===== config.mk =====
export PLATFORM = sky130hd
export DESIGN_NAME = kmgs_cell
export DESIGN_NICKNAME = d
export VERILOG_FILES = /design/src/rtl/core/kmeans_2d_grid_snap_assert.svh /design/src/rtl/core/kmgs_pkg.sv /design/src/rtl/core/kmgs_cell.sv
export SDC_FILE = /design/constraint.sdc
export NUM_CORES = 2
export LEC_CHECK = 0
export BUFFER_PORTS_ARGS = -buffer_cell sky130_fd_sc_hd__buf_2
export CAP_MARGIN = 25
export CORE_MARGIN = 1
export CORE_UTILIZATION = 40
export CTS_BUF_LIST = sky130_fd_sc_hd__clkbuf_4
export DETAILED_ROUTE_END_ITERATION = 12
export GPL_TIMING_DRIVEN = 0
export PLACE_DENSITY = 0.59
export SYNTH_ARGS = -nofsm -noshare
export SYNTH_HDL_FRONTEND = slang
export SYNTH_SLANG_ARGS = --single-unit

===== constraint.sdc =====
create_clock -name clk -period 14.1 [get_ports clk]
set_input_delay 1.41 -clock clk [delete_from_list [all_inputs] [get_ports clk]]
set_output_delay 1.41 -clock clk [all_outputs]
set_load 0.03 [all_outputs]

===== src/rtl/core/kmeans_2d_grid_snap_assert.svh =====
// ----------------------------------------------------------------------------
// Assertion macros for the k-means grid snap block
// Checks are clocked on clk and held off while rst_n is low.
// ----------------------------------------------------------------------------
`ifndef KMEANS_2D_GRID_SNAP_ASSERT_SVH
`define KMEANS_2D_GRID_SNAP_ASSERT_SVH

// The consequent must hold in the same cycle as the antecedent.
`define KMGS_ASSERT_IMP(lbl, ante, cons) \
  lbl: assert property (@(posedge clk) disable iff (!rst_n) (ante) |-> (cons)) \
    else $error("kmgs same-cycle check failed");

// The consequent must hold in the cycle after the antecedent.
`define KMGS_ASSERT_NXT(lbl, ante, cons) \
  lbl: assert property (@(posedge clk) disable iff (!rst_n) (ante) |=> (cons)) \
    else $error("kmgs next-cycle check failed");

`endif


===== src/rtl/core/kmgs_pkg.sv =====
// ----------------------------------------------------------------------------
// kmgs_pkg
// Shared types and codes for the k-means grid snap block.
// ----------------------------------------------------------------------------
package kmgs_pkg;

  localparam int COORD_W = 24;
  localparam int DIST_W  = 50;
  localparam int IDX_W   = 6;

  localparam logic [1:0] OP_LOAD_POINT    = 2'd0;
  localparam logic [1:0] OP_LOAD_CENTROID = 2'd1;
  localparam logic [1:0] OP_START         = 2'd2;
  localparam logic [1:0] OP_RESERVED      = 2'd3;

  localparam logic [2:0] REG_NUM_CLUSTERS = 3'd0;
  localparam logic [2:0] REG_EPOCHS       = 3'd1;
  localparam logic [2:0] REG_SNAP_MODE    = 3'd2;
  localparam logic [2:0] REG_GRID_STEP    = 3'd3;
  localparam logic [2:0] REG_MIN_SIZE     = 3'd4;

  localparam logic [DIST_W-1:0] DIST_ALL_ONES = {DIST_W{1'b1}};

  // A point travelling along the cell chain with its best match so far.
  typedef struct packed {
    logic                      valid;
    logic signed [COORD_W-1:0] x;
    logic signed [COORD_W-1:0] y;
    logic [DIST_W-1:0]         dist_min;
    logic [IDX_W-1:0]          idx;
  } kmgs_pt_t;

endpackage


===== src/rtl/core/kmgs_cell.sv =====
// ----------------------------------------------------------------------------
// kmgs_cell
// One cluster cell: holds a centroid, compares passing points against it
// and accumulates the points finally assigned to it.
// ----------------------------------------------------------------------------
module kmgs_cell #(
  parameter int IDX   = 0,
  parameter int SUM_W = 41,
  parameter int CNT_W = 17
) (
  input  logic                      clk,
  input  logic                      rst_n,
  input  logic                      active,
  input  kmgs_pkg::kmgs_pt_t        pt_i,
  output kmgs_pkg::kmgs_pt_t        pt_o,
  input  kmgs_pkg::kmgs_pt_t        acc_i,
  input  logic                      clr,
  input  logic                      cen_we,
  input  logic signed [23:0]        cen_x_i,
  input  logic signed [23:0]        cen_y_i,
  output logic signed [23:0]        cen_x_o,
  output logic signed [23:0]        cen_y_o,
  output logic signed [SUM_W-1:0]   sum_x_o,
  output logic signed [SUM_W-1:0]   sum_y_o,
  output logic [CNT_W-1:0]          tally_o
);

  logic signed [23:0]       cx_r, cy_r;
  kmgs_pkg::kmgs_pt_t       s1_pt_r, s2_pt_r, s2_pt_nxt;
  logic [48:0]              sqx_r, sqy_r;
  logic signed [24:0]       dx, dy;
  logic signed [49:0]       sqx_full, sqy_full;
  logic [49:0]              sq_sum;
  logic signed [SUM_W-1:0]  sum_x_r, sum_y_r;
  logic [CNT_W-1:0]         tally_r;

  assign dx       = {pt_i.x[23], pt_i.x} - {cx_r[23], cx_r};
  assign dy       = {pt_i.y[23], pt_i.y} - {cy_r[23], cy_r};
  assign sqx_full = dx * dx;
  assign sqy_full = dy * dy;
  assign sq_sum   = {1'b0, sqx_r} + {1'b0, sqy_r};

  always_comb begin
    s2_pt_nxt = s1_pt_r;
    if (active && s1_pt_r.valid && (sq_sum < s1_pt_r.dist_min)) begin
      s2_pt_nxt.dist_min = sq_sum;
      s2_pt_nxt.idx      = kmgs_pkg::IDX_W'(IDX);
    end
  end

  always_ff @(posedge clk) begin
    if (!rst_n) begin
      s1_pt_r <= '0;
      s2_pt_r <= '0;
    end else begin
      s1_pt_r <= pt_i;
      s2_pt_r <= s2_pt_nxt;
    end
  end

  always_ff @(posedge clk) begin
    sqx_r <= sqx_full[48:0];
    sqy_r <= sqy_full[48:0];
    if (cen_we) begin
      cx_r <= cen_x_i;
      cy_r <= cen_y_i;
    end
  end

  always_ff @(posedge clk) begin
    if (!rst_n) begin
      sum_x_r <= '0;
      sum_y_r <= '0;
      tally_r <= '0;
    end else if (clr) begin
      sum_x_r <= '0;
      sum_y_r <= '0;
      tally_r <= '0;
    end else if (acc_i.valid && (acc_i.idx == kmgs_pkg::IDX_W'(IDX))) begin
      sum_x_r <= sum_x_r + {{(SUM_W-24){acc_i.x[23]}}, acc_i.x};
      sum_y_r <= sum_y_r + {{(SUM_W-24){acc_i.y[23]}}, acc_i.y};
      tally_r <= tally_r + CNT_W'(1);
    end
  end

  assign pt_o    = s2_pt_r;
  assign cen_x_o = cx_r;
  assign cen_y_o = cy_r;
  assign sum_x_o = sum_x_r;
  assign sum_y_o = sum_y_r;
  assign tally_o = tally_r;

endmodule


==> results.yml <==
outcome:
  status: "finished, final reports clean"
timing:
  hold_viol_final: 0
  report.final.slew_viol_count: 0
  skew_ns: 0.125
  slew_headroom: 0.235
  period_minus_slack_ns: 12.46
  max_freq_mhz: 80.2
  rsz0062_at_grt: "false"
  setup_viol_count_final: 0
  tightest_slew_ns: 1.15
  tns_ns: 0
  fin_crit_sh: 0.884
route:
  dr.pass1.iters: 6
  vias: 49189
  wire_per_inst_um: 21.7
  avgViaCountPerCell: 5.19
  drt_iter0_drc: 3577
  routed_wl_um: 206000
  drt.antenna.violating_nets: 0
  post-route-drc-count: 0
synthesis:
  syn_area_per_cell_um2: 9.35
  async_flop_share: 0
  syn_inst: 6695
  ys_types: 86
  synth_flop_cell: "dfxtp_1"
  synth.most_common_cell: "inv_1"
  syn_nets: 8669
  ys_warn_count: 0
  synthTopCellsByCount: "inv_1, fa_1, nand2_1"
  synth-edff-count: 48
  ys_top_cells_by_area: "fa_1, dfxtp_1, ha_1, inv_1, nand2_1"
  syn_area_um2: 62600
  synth_top_area_frac: 0.386
  synth-seq-cells: 453
  synth_area_leader_cell: "fa_1"
  seq_area_frac_synth: 0.153
clock_tree:
  post_cts_resized: 0
  postCtsSetupBuffers: 0
  cts-root-buf: "clkbuf_4"
  htree_levels: 4
  cts_buffer_depth: 3
  cts_tree: "yes"
  cts_sinks: 453
  cts_made_buffers: 140
  worst_skew_pair.late_latency_ns: 1.16
  clk_pin_slew_worst_paths_ns: 0.06
  cts_hold_buf: 0
die:
  fp.dieH_um: 398
  design.core.area_um2: 155000
  initial_core_util: 0.405
  rows: 144
  die_area_um2: 158000
  fp.dieW_um: 398
  ios: 515
global_route:
  gr-usage-met1: 0.344
  grt_pass1_vias: 52143
  met3_usage: 0.0623
  grt-ovfl-total: 0
  met2_usage: 0.431
  track_usage: 0.265
  grt_start_max_net_pins: 37
  grt_pass1_wl_um: 311000
  gr-max-usage-layer: "met2"
  antenna_found_initial: 19
job:
  drv_cap: 0
critical_path:
  cp.required_ns: 15.07
  worst-path-stages: 36
  path_buf_inv: 8
  max_stage_delay_ns: 1.08
  endpoint_kind: "flop"
  cpMostUsedCell: "fa_1"
  cp_slowest_cell: "fa_1"
  r2r_cells: 36
  crit_type: "reg -> reg"
  crit_path_start: "cen_y_o[0]$_DFFE_PP_"
  startpoint_type: "flop"
  worstPathArrival_ns: 13.43
  crit_fanout: 11
  path_delay_family: "adder cells"
  rr_startpoint: "cen_y_o[0]$_DFFE_PP_"
worst_hold_path:
  min_path_cells: 1
  min_from: "s1_pt_r[89]$_SDFF_PN0_"
  hp-class: "reg -> reg"
placed_design:
  gp_congestion: 0.998
  io_buffers: 463
  dp_hpwl_um: 172000
cells_and_area:
  syn_to_final_growth_pct: 11.3
  finalNetCount: 9299
  nFillCells: 15353
  drive_gt1_frac: 0.104
worst register-to-register path, delay by kind of cell (launching register included):
kind | cells | cell delay, ns
simple gates | 4 | 1.25
fa+ha+maj | 9 | 4.68
flops | 1 | 0.63
buf+inv | 8 | 1.68
xor+xnor | 1 | 0.09
compound gates | 14 | 4.02
cells by family after synthesis:
group / count (synthesis) / synth area share
adder cells (fa/ha/maj): 1711 / 0.487
multiplexers: 41 / 0.00655
flip-flops: 453 / 0.153
AND/OR/NAND/NOR: 1644 / 0.121
XOR/XNOR: 278 / 0.0390
AO/OA/AOI/OAI: 948 / 0.0971
buffers and inverters: 1620 / 0.0973
state kept, by name, summed over array words and instances, names as in the netlist:
register	cells
sum_x_o	41
sqx_r	48
pt_o	105
s1_pt_r	105
cen_x_o	24
sqy_r	48
tally_o	17
cen_y_o	24
sum_y_o	41
metal layers:
layer | vias up | part of all wire
met4 | 10 | 0.035
met1 | 24687 | 0.41
met2 | 1928 | 0.47
li1 | 22214 | -
met5 | - | 0.00034
met3 | 350 | 0.087
layout make-up:
type | count | area, um^2 | share of cell area
well taps | 2044 | 2560 | 0.0367
diodes | 11 | 27.5 | 0.000395
repair buffers | 488 | 2640 | 0.0378
plain buffers | 199 | 759 | 0.0109
inverters | 1421 | 5330 | 0.0766
clock buffers | 196 | 1470 | 0.0211
multi-input cells | 4622 | 47000 | 0.675
flip-flops and latches | 453 | 9550 | 0.137
clock inverters | 49 | 327 | 0.00469
layout by cell type, fill, tap and decap left out, types with 42 or more instances in the layout:
master,count
fa_1,1206
nor2b_1,73
a31oi_1,49
clkbuf_4,196
dfxtp_1,405
inv_1,1404
o21a_1,42
buf_2,472
nor2_1,488
a21oi_1,306
edfxtp_1,48
nand4_1,45
a21o_1,158
and2_1,201
nand3_1,67
clkbuf_1,162
o21ai_0,166
ha_1,505
xor2_1,101
xnor2_1,173
nand2_1,586
path summary, 6_finish.rpt:
check	to	slack [ns]
min	pt_o[89]$_SDFF_PN0_	0.42
max reg2reg	sqy_r[48]$_DFF_P_	1.64
max	sqy_r[48]$_DFF_P_	1.64
min reg2reg	pt_o[89]$_SDFF_PN0_	0.42
stage by stage:
stage	hold slack [ns]	std cells	util	area [um^2]	setup slack (ns)
after floorplan	0.406	6695	-	62600	3.62
after global placement	0.407	9202	0.436	67500	0.566
after detailed placement	0.417	9223	0.438	67800	0.908
after CTS	0.251	9468	0.450	69600	1.81
after global routing	0.331	9476	0.450	69600	1.00
final	0.417	9483	0.450	69700	1.64
Power is not shown: default switching activity piles up to over one toggle a cycle in this logic, so the estimate is an artifact.
