--- config.mk ---
export PLATFORM = sky130hd
export DESIGN_NAME = kmgs_divider
export DESIGN_NICKNAME = d
export VERILOG_FILES = /design/src/rtl/core/kmeans_2d_grid_snap_assert.svh /design/src/rtl/core/kmgs_divider.sv
export SDC_FILE = /design/constraint.sdc
export NUM_CORES = 1
export LEC_CHECK = 0
export BUFFER_PORTS_ARGS = -buffer_cell sky130_fd_sc_hd__buf_2
export CORE_ASPECT_RATIO = 0.5
export CORE_MARGIN = 10
export CORE_UTILIZATION = 44
export DETAILED_ROUTE_END_ITERATION = 6
export HOLD_SLACK_MARGIN = 0.1
export PLACE_DENSITY = 0.68
export SYNTH_ARGS = -nofsm -noshare
export SYNTH_HDL_FRONTEND = slang
export SYNTH_SLANG_ARGS = --single-unit
--- constraint.sdc ---
create_clock -name clk -period 9.5 [get_ports clk]
set_input_delay 1.425 -clock clk [delete_from_list [all_inputs] [get_ports clk]]
set_output_delay 1.425 -clock clk [all_outputs]
set_load 0.01 [all_outputs]
--- src/rtl/core/kmeans_2d_grid_snap_assert.svh ---
// ----------------------------------------------------------------------------
// Assertion macros for the k-means grid snap block
// Checks are clocked on clk and held off while rst_n is low.
// ----------------------------------------------------------------------------
`ifndef KMEANS_2D_GRID_SNAP_ASSERT_SVH
`define KMEANS_2D_GRID_SNAP_ASSERT_SVH

// The consequent must hold in the same cycle as the antecedent.
`define KMGS_ASSERT_IMP(lbl, ante, cons) \
  lbl: assert property (@(posedge clk) disable iff (!rst_n) (ante) |-> (cons)) \
    else $error("kmgs same-cycle check failed");

// The consequent must hold in the cycle after the antecedent.
`define KMGS_ASSERT_NXT(lbl, ante, cons) \
  lbl: assert property (@(posedge clk) disable iff (!rst_n) (ante) |=> (cons)) \
    else $error("kmgs next-cycle check failed");

`endif

--- src/rtl/core/kmgs_divider.sv ---
// ----------------------------------------------------------------------------
// kmgs_divider
// Serial signed-by-unsigned divider, one quotient bit per cycle. The
// quotient truncates toward zero and the remainder takes the dividend sign.
// ----------------------------------------------------------------------------
module kmgs_divider #(
  parameter int NUM_W = 41,
  parameter int DEN_W = 17
) (
  input  logic                    clk,
  input  logic                    rst_n,
  input  logic                    start,
  input  logic signed [NUM_W-1:0] num,
  input  logic [DEN_W-1:0]        den,
  output logic                    done,
  output logic signed [NUM_W-1:0] quot,
  output logic signed [DEN_W:0]   rem
);

  localparam int CW = $clog2(NUM_W + 1);

  logic             busy_r, done_r, neg_r;
  logic [CW-1:0]    cnt_r;
  logic [NUM_W-1:0] q_r;
  logic [DEN_W:0]   r_r;
  logic [DEN_W-1:0] den_r;
  logic [DEN_W:0]   trial;

  assign trial = {r_r[DEN_W-1:0], q_r[NUM_W-1]};

  always_ff @(posedge clk) begin
    if (!rst_n) begin
      busy_r <= 1'b0;
      done_r <= 1'b0;
      cnt_r  <= '0;
    end else begin
      done_r <= 1'b0;
      if (busy_r) begin
        cnt_r <= cnt_r - CW'(1);
        if (cnt_r == CW'(1)) begin
          busy_r <= 1'b0;
          done_r <= 1'b1;
        end
      end else if (start) begin
        busy_r <= 1'b1;
        cnt_r  <= CW'(NUM_W);
      end
    end
  end

  always_ff @(posedge clk) begin
    if (busy_r) begin
      if (trial >= {1'b0, den_r}) begin
        r_r <= trial - {1'b0, den_r};
        q_r <= {q_r[NUM_W-2:0], 1'b1};
      end else begin
        r_r <= trial;
        q_r <= {q_r[NUM_W-2:0], 1'b0};
      end
    end else if (start) begin
      neg_r <= num[NUM_W-1];
      q_r   <= num[NUM_W-1] ? NUM_W'(-num) : num;
      r_r   <= '0;
      den_r <= den;
    end
  end

  assign done = done_r;
  assign quot = neg_r ? -$signed(q_r) : $signed(q_r);
  assign rem  = neg_r ? -$signed(r_r) : $signed(r_r);

endmodule

==> results.toml, run 1 <==
[logic_synthesis]
netlist.area_leader.share_pct = 36.9
postSynthAreaPerCell_um2 = 9.16
synth.distinct_cells = 50
synth_compound_area_share_pct = 17.7
syn-num-nets = 768
synth-simple-area-share_pct = 16.7
synth_most_common_cell = "nand2_1"
synth_xor_area_share_pct = 14.8
seq_area_frac_synth_pct = 39.5
muxShareOfSynthArea_pct = 2.88
ys_top_cells_by_count = "nand2_1 (89), o21ai_0 (82), edfxtp_1 (77)"
synth_seq_cells = 85
synth-adder-area-share_pct = 4.72
synth_warnings = 0
synth_top_family_by_area = "compound AO/OA/AOI/OAI gates"
synth_top_cell_by_area = "edfxtp_1"
synthTopCellsByArea = "edfxtp_1 (37%), xnor2_1 (9.5%), o21ai_0 (6.6%)"
synth-async-reset-ratio_pct = 0
synth_ff_type = "edfxtp_1"
synth_edf_count = 77
synth_cells = 684
syn_area_um2 = 6260

[power]
p_int_uw = 889
p_per_area_nw_per_um2 = 183
p_seq_share_pct = 39.1
clock_power_share_pct = 27.8
swShare_pct = 33.9
peakVddDrop_mv = 0.0872
p_sw_uw = 456
power_frac_comb_pct = 33.0
p_leak_nw = 2.86

[floorplan]
coreArea_um2 = 13700
num_rows = 30
die_area_um2 = 19700
die_w_um = 189
pin_count = 121
start_util_pct = 45.6
dieHeight_um = 104

[cts]
cts_made_buffers = 9
cts-root-buf = "clkbuf_16"
cts_sinks = 85
clk_latency_ns = 0.34
post_cts_resized = 0
h-tree-depth = 3
hold_buffers = 0
post_cts_buffers = 0
clockBufferDepth = 2
cts_tree = "done"
clk_pin_slew_worst_paths_ns = 0.06

[grt]
antenna_found_initial = 2
grt_first_pass_wirelength_mm = 27.6
overflow = 0
track_usage_pct = 16.8
grt_pass1_vias = 5474
grt_max_degree = 83

[status]
outcome = "finished, final reports clean"

[sta]
maxSlewHeadroom_pct = 23.0
fmax_ghz = 0.217
hold_viol_final = 0
tightest_slew_ns = 1.15
rsz0062_at_grt = "no"
fin_crit_ns = 4.62
finalSetupViolCount = 0
fin_tns_setup_ns = 0
final_max_slew_viol_count = 0
min_period_over_period_pct = 48.6
worst_slack_ns = 4.88
fin_worst_skew_ns = 0.00701

[setup_path]
arrival_ns = 3.19
required_ns = 8.08
critPathBufInv = 1
path_cells = "or3_1 > or3_1 > or2_2 > nand2b_1 > nand3b_1 > o41ai_1 > xnor2_1 > buf_2"
cpLargestDelayFamily = "simple AND/OR/NAND/NOR gates"
slowest_delay_ns = 0.43
crit_path_end_kind = "primary output"
start_kind = "flip-flop"
worstSetupPathType = "flip-flop to primary output"
cpMaxStageDelayCell = "edfxtp_1"
cp_max_fo = 6
path_common_cell = "or3_1"

[placement]
io_buffers = 120
place.gp.congestion = 0.877
dp.cells = 973
dpl.hpwl_mm = 12.5
dp_slack_ns = 5.22

[layout]
final_cells = 990
num-nets-final = 876
drive_gt1_share_pct = 19.7
multi_input_area_um2 = 3560
area.sequential_um2 = 2470
syn_to_final_growth_pct = 17.2
nFillCells = 1324

[worst_hold_path]
hold_path.class = "flip-flop to flip-flop"

[job]
cap_violations = 0

[detailed_routing]
final_antenna_net_count = 0
drt_iter0_markers = 378
vias = 5461
drc = 0
avgRoutedWirePerCell_um = 17.1
firstDrtPassIters = 5
vias_per_cell = 5.52
finalWirelength_mm = 16.9
[sequential cells by signal, indices dropped and copies added (netlist names)]
signal / count
cnt_r: 6
neg_r: 1
done: 1
den_r: 17
q_r: 41
busy_r: 1
r_r: 18
[logic make-up after synthesis]
logic type / Yosys count
simple gates: 215
mux: 17
fa+ha+maj: 23
flops: 85
buf+inv: 58
xor+xnor: 106
compound gates: 180
[power by group through the flow]
stage          Sequential (mW)  Combinational, mW  Clock (mW)
6_report                 0.526              0.444       0.375
3_5_place_dp             0.533              0.443           0
5_1_grt                  0.533              0.493       0.398
3_3_place_gp             0.531              0.437           0
2_1_floorplan            0.515              0.306           0
4_1_cts                  0.525              0.447       0.382
[through the flow]
stage                     instance area (um^2)  utilization (%)  hold slack [ns]  power [mW]
after floorplan                           6260                -            0.452       0.822
after CTS                                 7330             53.4            0.498        1.35
after detailed placement                  7030             51.2            0.484       0.977
after global placement                    7030             51.2            0.477       0.968
after global routing                      7340             53.4            0.542        1.42
final                                     7340             53.4            0.509        1.34
[final timing paths]
path	startpoint	end	slack, ns	depth (start not counted)
setup / recovery	q_r[6]	quot[35]	4.88	8
hold reg to reg	cnt_r[5]	cnt_r[5]	0.51	1
hold / removal	cnt_r[5]	cnt_r[5]	0.51	1
setup reg to reg	q_r[40]	r_r[3]	6.03	11
[placed cells by master, fill, tap and decap left out, types with 7 or more instances in the layout]
master	synthesis	layout
buf_2	0	120
o31ai_1	32	32
inv_1	29	29
o41ai_1	7	7
or3_1	20	20
dfxtp_1	8	7
a21oi_1	26	26
xor2_1	38	38
clkbuf_16	0	9
nor2_1	39	39
a211oi_1	11	11
nand2b_1	12	12
mux2i_1	12	12
ha_1	22	22
nand2_1	89	89
o21ai_0	82	82
xnor2_1	68	68
nor3_1	10	10
edfxtp_1	77	77
[routing by layer]
metal | track usage, % | up-vias | wire [um]
li1 | - | 2682 | -
met1 | 19.7 | 2601 | 7240
met2 | 29.4 | 156 | 8320
met3 | 4.92 | 20 | 1150
met4 | 4.05 | 2 | 170
met5 | 0 | - | 13
[worst reg2reg max path: cells and delay by family (launching register included)]
| family | cells | cell delay (ns) |
|---|---|---|
| AOI/OAI and AO/OA | 4 | 1.27 |
| and+or+nand+nor | 2 | 0.27 |
| DFF | 1 | 0.39 |
| buffers and inverters | 2 | 0.42 |
| adders and majority gates | 2 | 0.63 |
| muxes | 1 | 0.22 |
[layout make-up]
cell class | count | share of cell area [%]
antenna | 1 | 0.0341
clock buffer | 10 | 3.12
clock inverter | 6 | 1.06
inverter | 30 | 1.53
multi-input combinational | 541 | 48.6
sequential | 85 | 33.7
tap | 192 | 3.27
timing repair buffer | 125 | 8.70
No activity file was read; power rests on OpenSTA's default activity.
==> run 2, diff against run 1 <==
--- a/config.mk
+++ b/config.mk
@@ -5,13 +5,14 @@
 export SDC_FILE = /design/constraint.sdc
 export NUM_CORES = 1
 export LEC_CHECK = 0
+export ABC_AREA = 1
 export BUFFER_PORTS_ARGS = -buffer_cell sky130_fd_sc_hd__buf_2
 export CORE_ASPECT_RATIO = 0.5
 export CORE_MARGIN = 10
 export CORE_UTILIZATION = 44
 export DETAILED_ROUTE_END_ITERATION = 6
 export HOLD_SLACK_MARGIN = 0.1
-export PLACE_DENSITY = 0.68
+export PLACE_DENSITY = 0.69
 export SYNTH_ARGS = -nofsm -noshare
 export SYNTH_HDL_FRONTEND = slang
 export SYNTH_SLANG_ARGS = --single-unit
==> constraint.sdc (replaced) <==
create_clock -name clk -period 4.1 [get_ports clk]
set_input_delay 0.615 -clock clk [delete_from_list [all_inputs] [get_ports clk]]
set_output_delay 0.615 -clock clk [all_outputs]
set_load 0.01 [all_outputs]
==> results.toml, run 2 <==
[status]
outcome = "finished, final reports clean"

[logic_synthesis]
synth_compound_area_share_pct = 8.95
synth_seq_cells = 85
synth_top_family_by_area = "simple AND/OR/NAND/NOR gates"
synth_xor_area_share_pct = 6.50
synth.distinct_cells = 44
synth_warnings = 0
netlist.area_leader.share_pct = 30.6
synth-adder-area-share_pct = 3.91
ys_top_cells_by_count = "nand2_1 (322), inv_1 (166), nor2_1 (132)"
synth_most_common_cell = "nand2_1"
syn-num-nets = 1218
synth_cells = 1134
synth-simple-area-share_pct = 37.7
synth-async-reset-ratio_pct = 0
syn_area_um2 = 7550
muxShareOfSynthArea_pct = 0
synthTopCellsByArea = "edfxtp_1 (31%), nand2_1 (16%), inv_1 (8.3%)"
synth_edf_count = 77
postSynthAreaPerCell_um2 = 6.66
synth_ff_type = "edfxtp_1"
synth_top_cell_by_area = "edfxtp_1"
seq_area_frac_synth_pct = 32.7

[grt]
track_usage_pct = 19.8
grt_use_met3_pct = 3.19
grt_max_degree = 62
overflow = 0
grt_pass1_vias = 7397
grtUsageMet1_pct = 26.3
grt_first_pass_wirelength_mm = 37.5
gr-usage-met2_pct = 32.7
antenna_found_initial = 0
grt-busiest-layer = "met2"

[sta]
fin_tns_setup_ns = 0
rsz0062_at_grt = "no"
finalSetupViolCount = 0
fmax_ghz = 0.309
hold_viol_final = 0
holdWs_ns = 0.435
final_max_slew_viol_count = 0
tightest_slew_ns = 0.912
min_period_over_period_pct = 79.0
fin_crit_ns = 3.24
fin_worst_skew_ns = 0.00834
maxSlewHeadroom_pct = 39.1
worst_slack_ns = 0.861

[setup_path]
r2r_cells = 9
r2r-start = "r_r[15]"
crit_path_end_kind = "primary output"
worstSetupPathType = "flip-flop to primary output"
r2r-end = "q_r[0]"
required_ns = 3.48
start_kind = "flip-flop"
cp_max_fo = 6
crit_start = "q_r[0]"
r2r_slack_ns = 1.43
arrival_ns = 2.62

[power]
power_mw = 3.26
peakVddDrop_mv = 0.229
p_per_area_nw_per_um2 = 377
p_leak_nw = 4.25

[layout]
syn_to_final_growth_pct = 14.7
stdcell_area_um2 = 8660
top_register = "q_r"
final_cells = 1478
fin_util_pct = 52.1
drive_gt1_share_pct = 15.3
nFillCells = 1712
final_cell_mix = "nand2_1 (322), inv_1 (165), nor2_1 (132), buf_2 (120), nand3_1 (110)"
largestRegisters = "q_r x41, r_r x18, den_r x17"
largest_register_ffs = 41
num-nets-final = 1330
layout_commonest_cell = "nand2_1"
diodes = 0

[cts]
clockBufferDepth = 2
post_cts_buffers = 0
clk_pin_slew_worst_paths_ns = 0.07
clk_latency_ns = 0.35
cts_tree = "done"
cts-root-buf = "clkbuf_16"
cts_sinks = 85
h-tree-depth = 3
post_cts_resized = 0
hold_buffers = 0
cts_made_buffers = 9

[placement]
place.gp.congestion = 0.956
dp_slack_ns = 1.25
io_buffers = 120
dpl.hpwl_mm = 18.4
dp.cells = 1462
placed_cell_area_um2 = 8360

[detailed_routing]
drt_iter0_markers = 754
vias_per_cell = 5.26
final_antenna_net_count = 0
avgRoutedWirePerCell_um = 15.7
vias = 7778
finalWirelength_mm = 23.2
drc = 0
firstDrtPassIters = 5

[floorplan]
num_rows = 33
die_w_um = 205
coreArea_um2 = 16600
dieHeight_um = 113
pin_count = 121
die_area_um2 = 23100
start_util_pct = 45.5

[worst_hold_path]
hold_depth = 1
hold_path.class = "input port to flip-flop"
hold_start = "den[6]"
holdPathEnd = "den_r[6]"

[job]
cap_violations = 0
[run 2: changes by cell type after synthesis, moves of 24 or more]
| cell | before | now |
|---|---|---|
| nand2_1 | 89 | 322 |
| o31ai_1 | 32 | 1 |
| nor2_1 | 39 | 132 |
| nand3_1 | 6 | 110 |
| nand4_1 | 3 | 27 |
| xnor2_1 | 68 | 6 |
| inv_1 | 29 | 166 |
[run 2: cell families (layout without fill, tap and decap cells)]
| logic type | after synthesis | after routing |
|---|---|---|
| and+or+nand+nor | 653 | 653 |
| buffers and inverters | 196 | 313 |
| AOI/OAI and AO/OA | 121 | 121 |
| DFF | 85 | 85 |
| xor gates and xnor gates | 56 | 56 |
| adders and majority gates | 23 | 23 |
[run 2: metal layers]
layer | vias to the layer above | part of all wire, %
met1 | 3577 | 45
met3 | 32 | 6.4
li1 | 3899 | -
met2 | 270 | 46
met4 | 0 | 1.8
met5 | - | 0
[run 2: report_power, final]
group / leakage [nW] / switching, mW / internal [mW]
combinational: 3.26 / 0.806 / 0.420
clock: 0.140 / 0.369 / 0.478
sequential: 0.845 / 0.102 / 1.08
total: 4.25 / 1.28 / 1.98
[run 2: area by class of cell]
| class | count | area (um^2) | area share (%) |
|---|---|---|---|
| repair buffers | 127 | 653 | 7.55 |
| clock inverters | 6 | 71.3 | 0.824 |
| clock buffers | 10 | 229 | 2.65 |
| inverters | 170 | 638 | 7.37 |
| flip-flops and latches | 85 | 2470 | 28.6 |
| multi-input cells | 853 | 4310 | 49.8 |
| well taps | 227 | 284 | 3.28 |
[run 2: how the worst max path moves through the flow]
stage	to	slack (ns)	cells after the start
6_report	quot[20]	0.86	9
5_1_grt	quot[36]	0.64	11
4_1_cts	quot[20]	0.87	9
3_5_place_dp	quot[20]	1.25	9
3_3_place_gp	quot[20]	1.32	9
2_1_floorplan	quot[24]	1.80	7
[run 2: critical path: stages, from the launching register on]
cell      delay [ns]
edfxtp_1        0.53
inv_1           0.23
ha_1            0.20
nand3_1         0.12
nor2_1          0.25
nand2_2         0.15
nor3_2          0.27
a21oi_1         0.13
xor2_1          0.21
buf_2           0.17
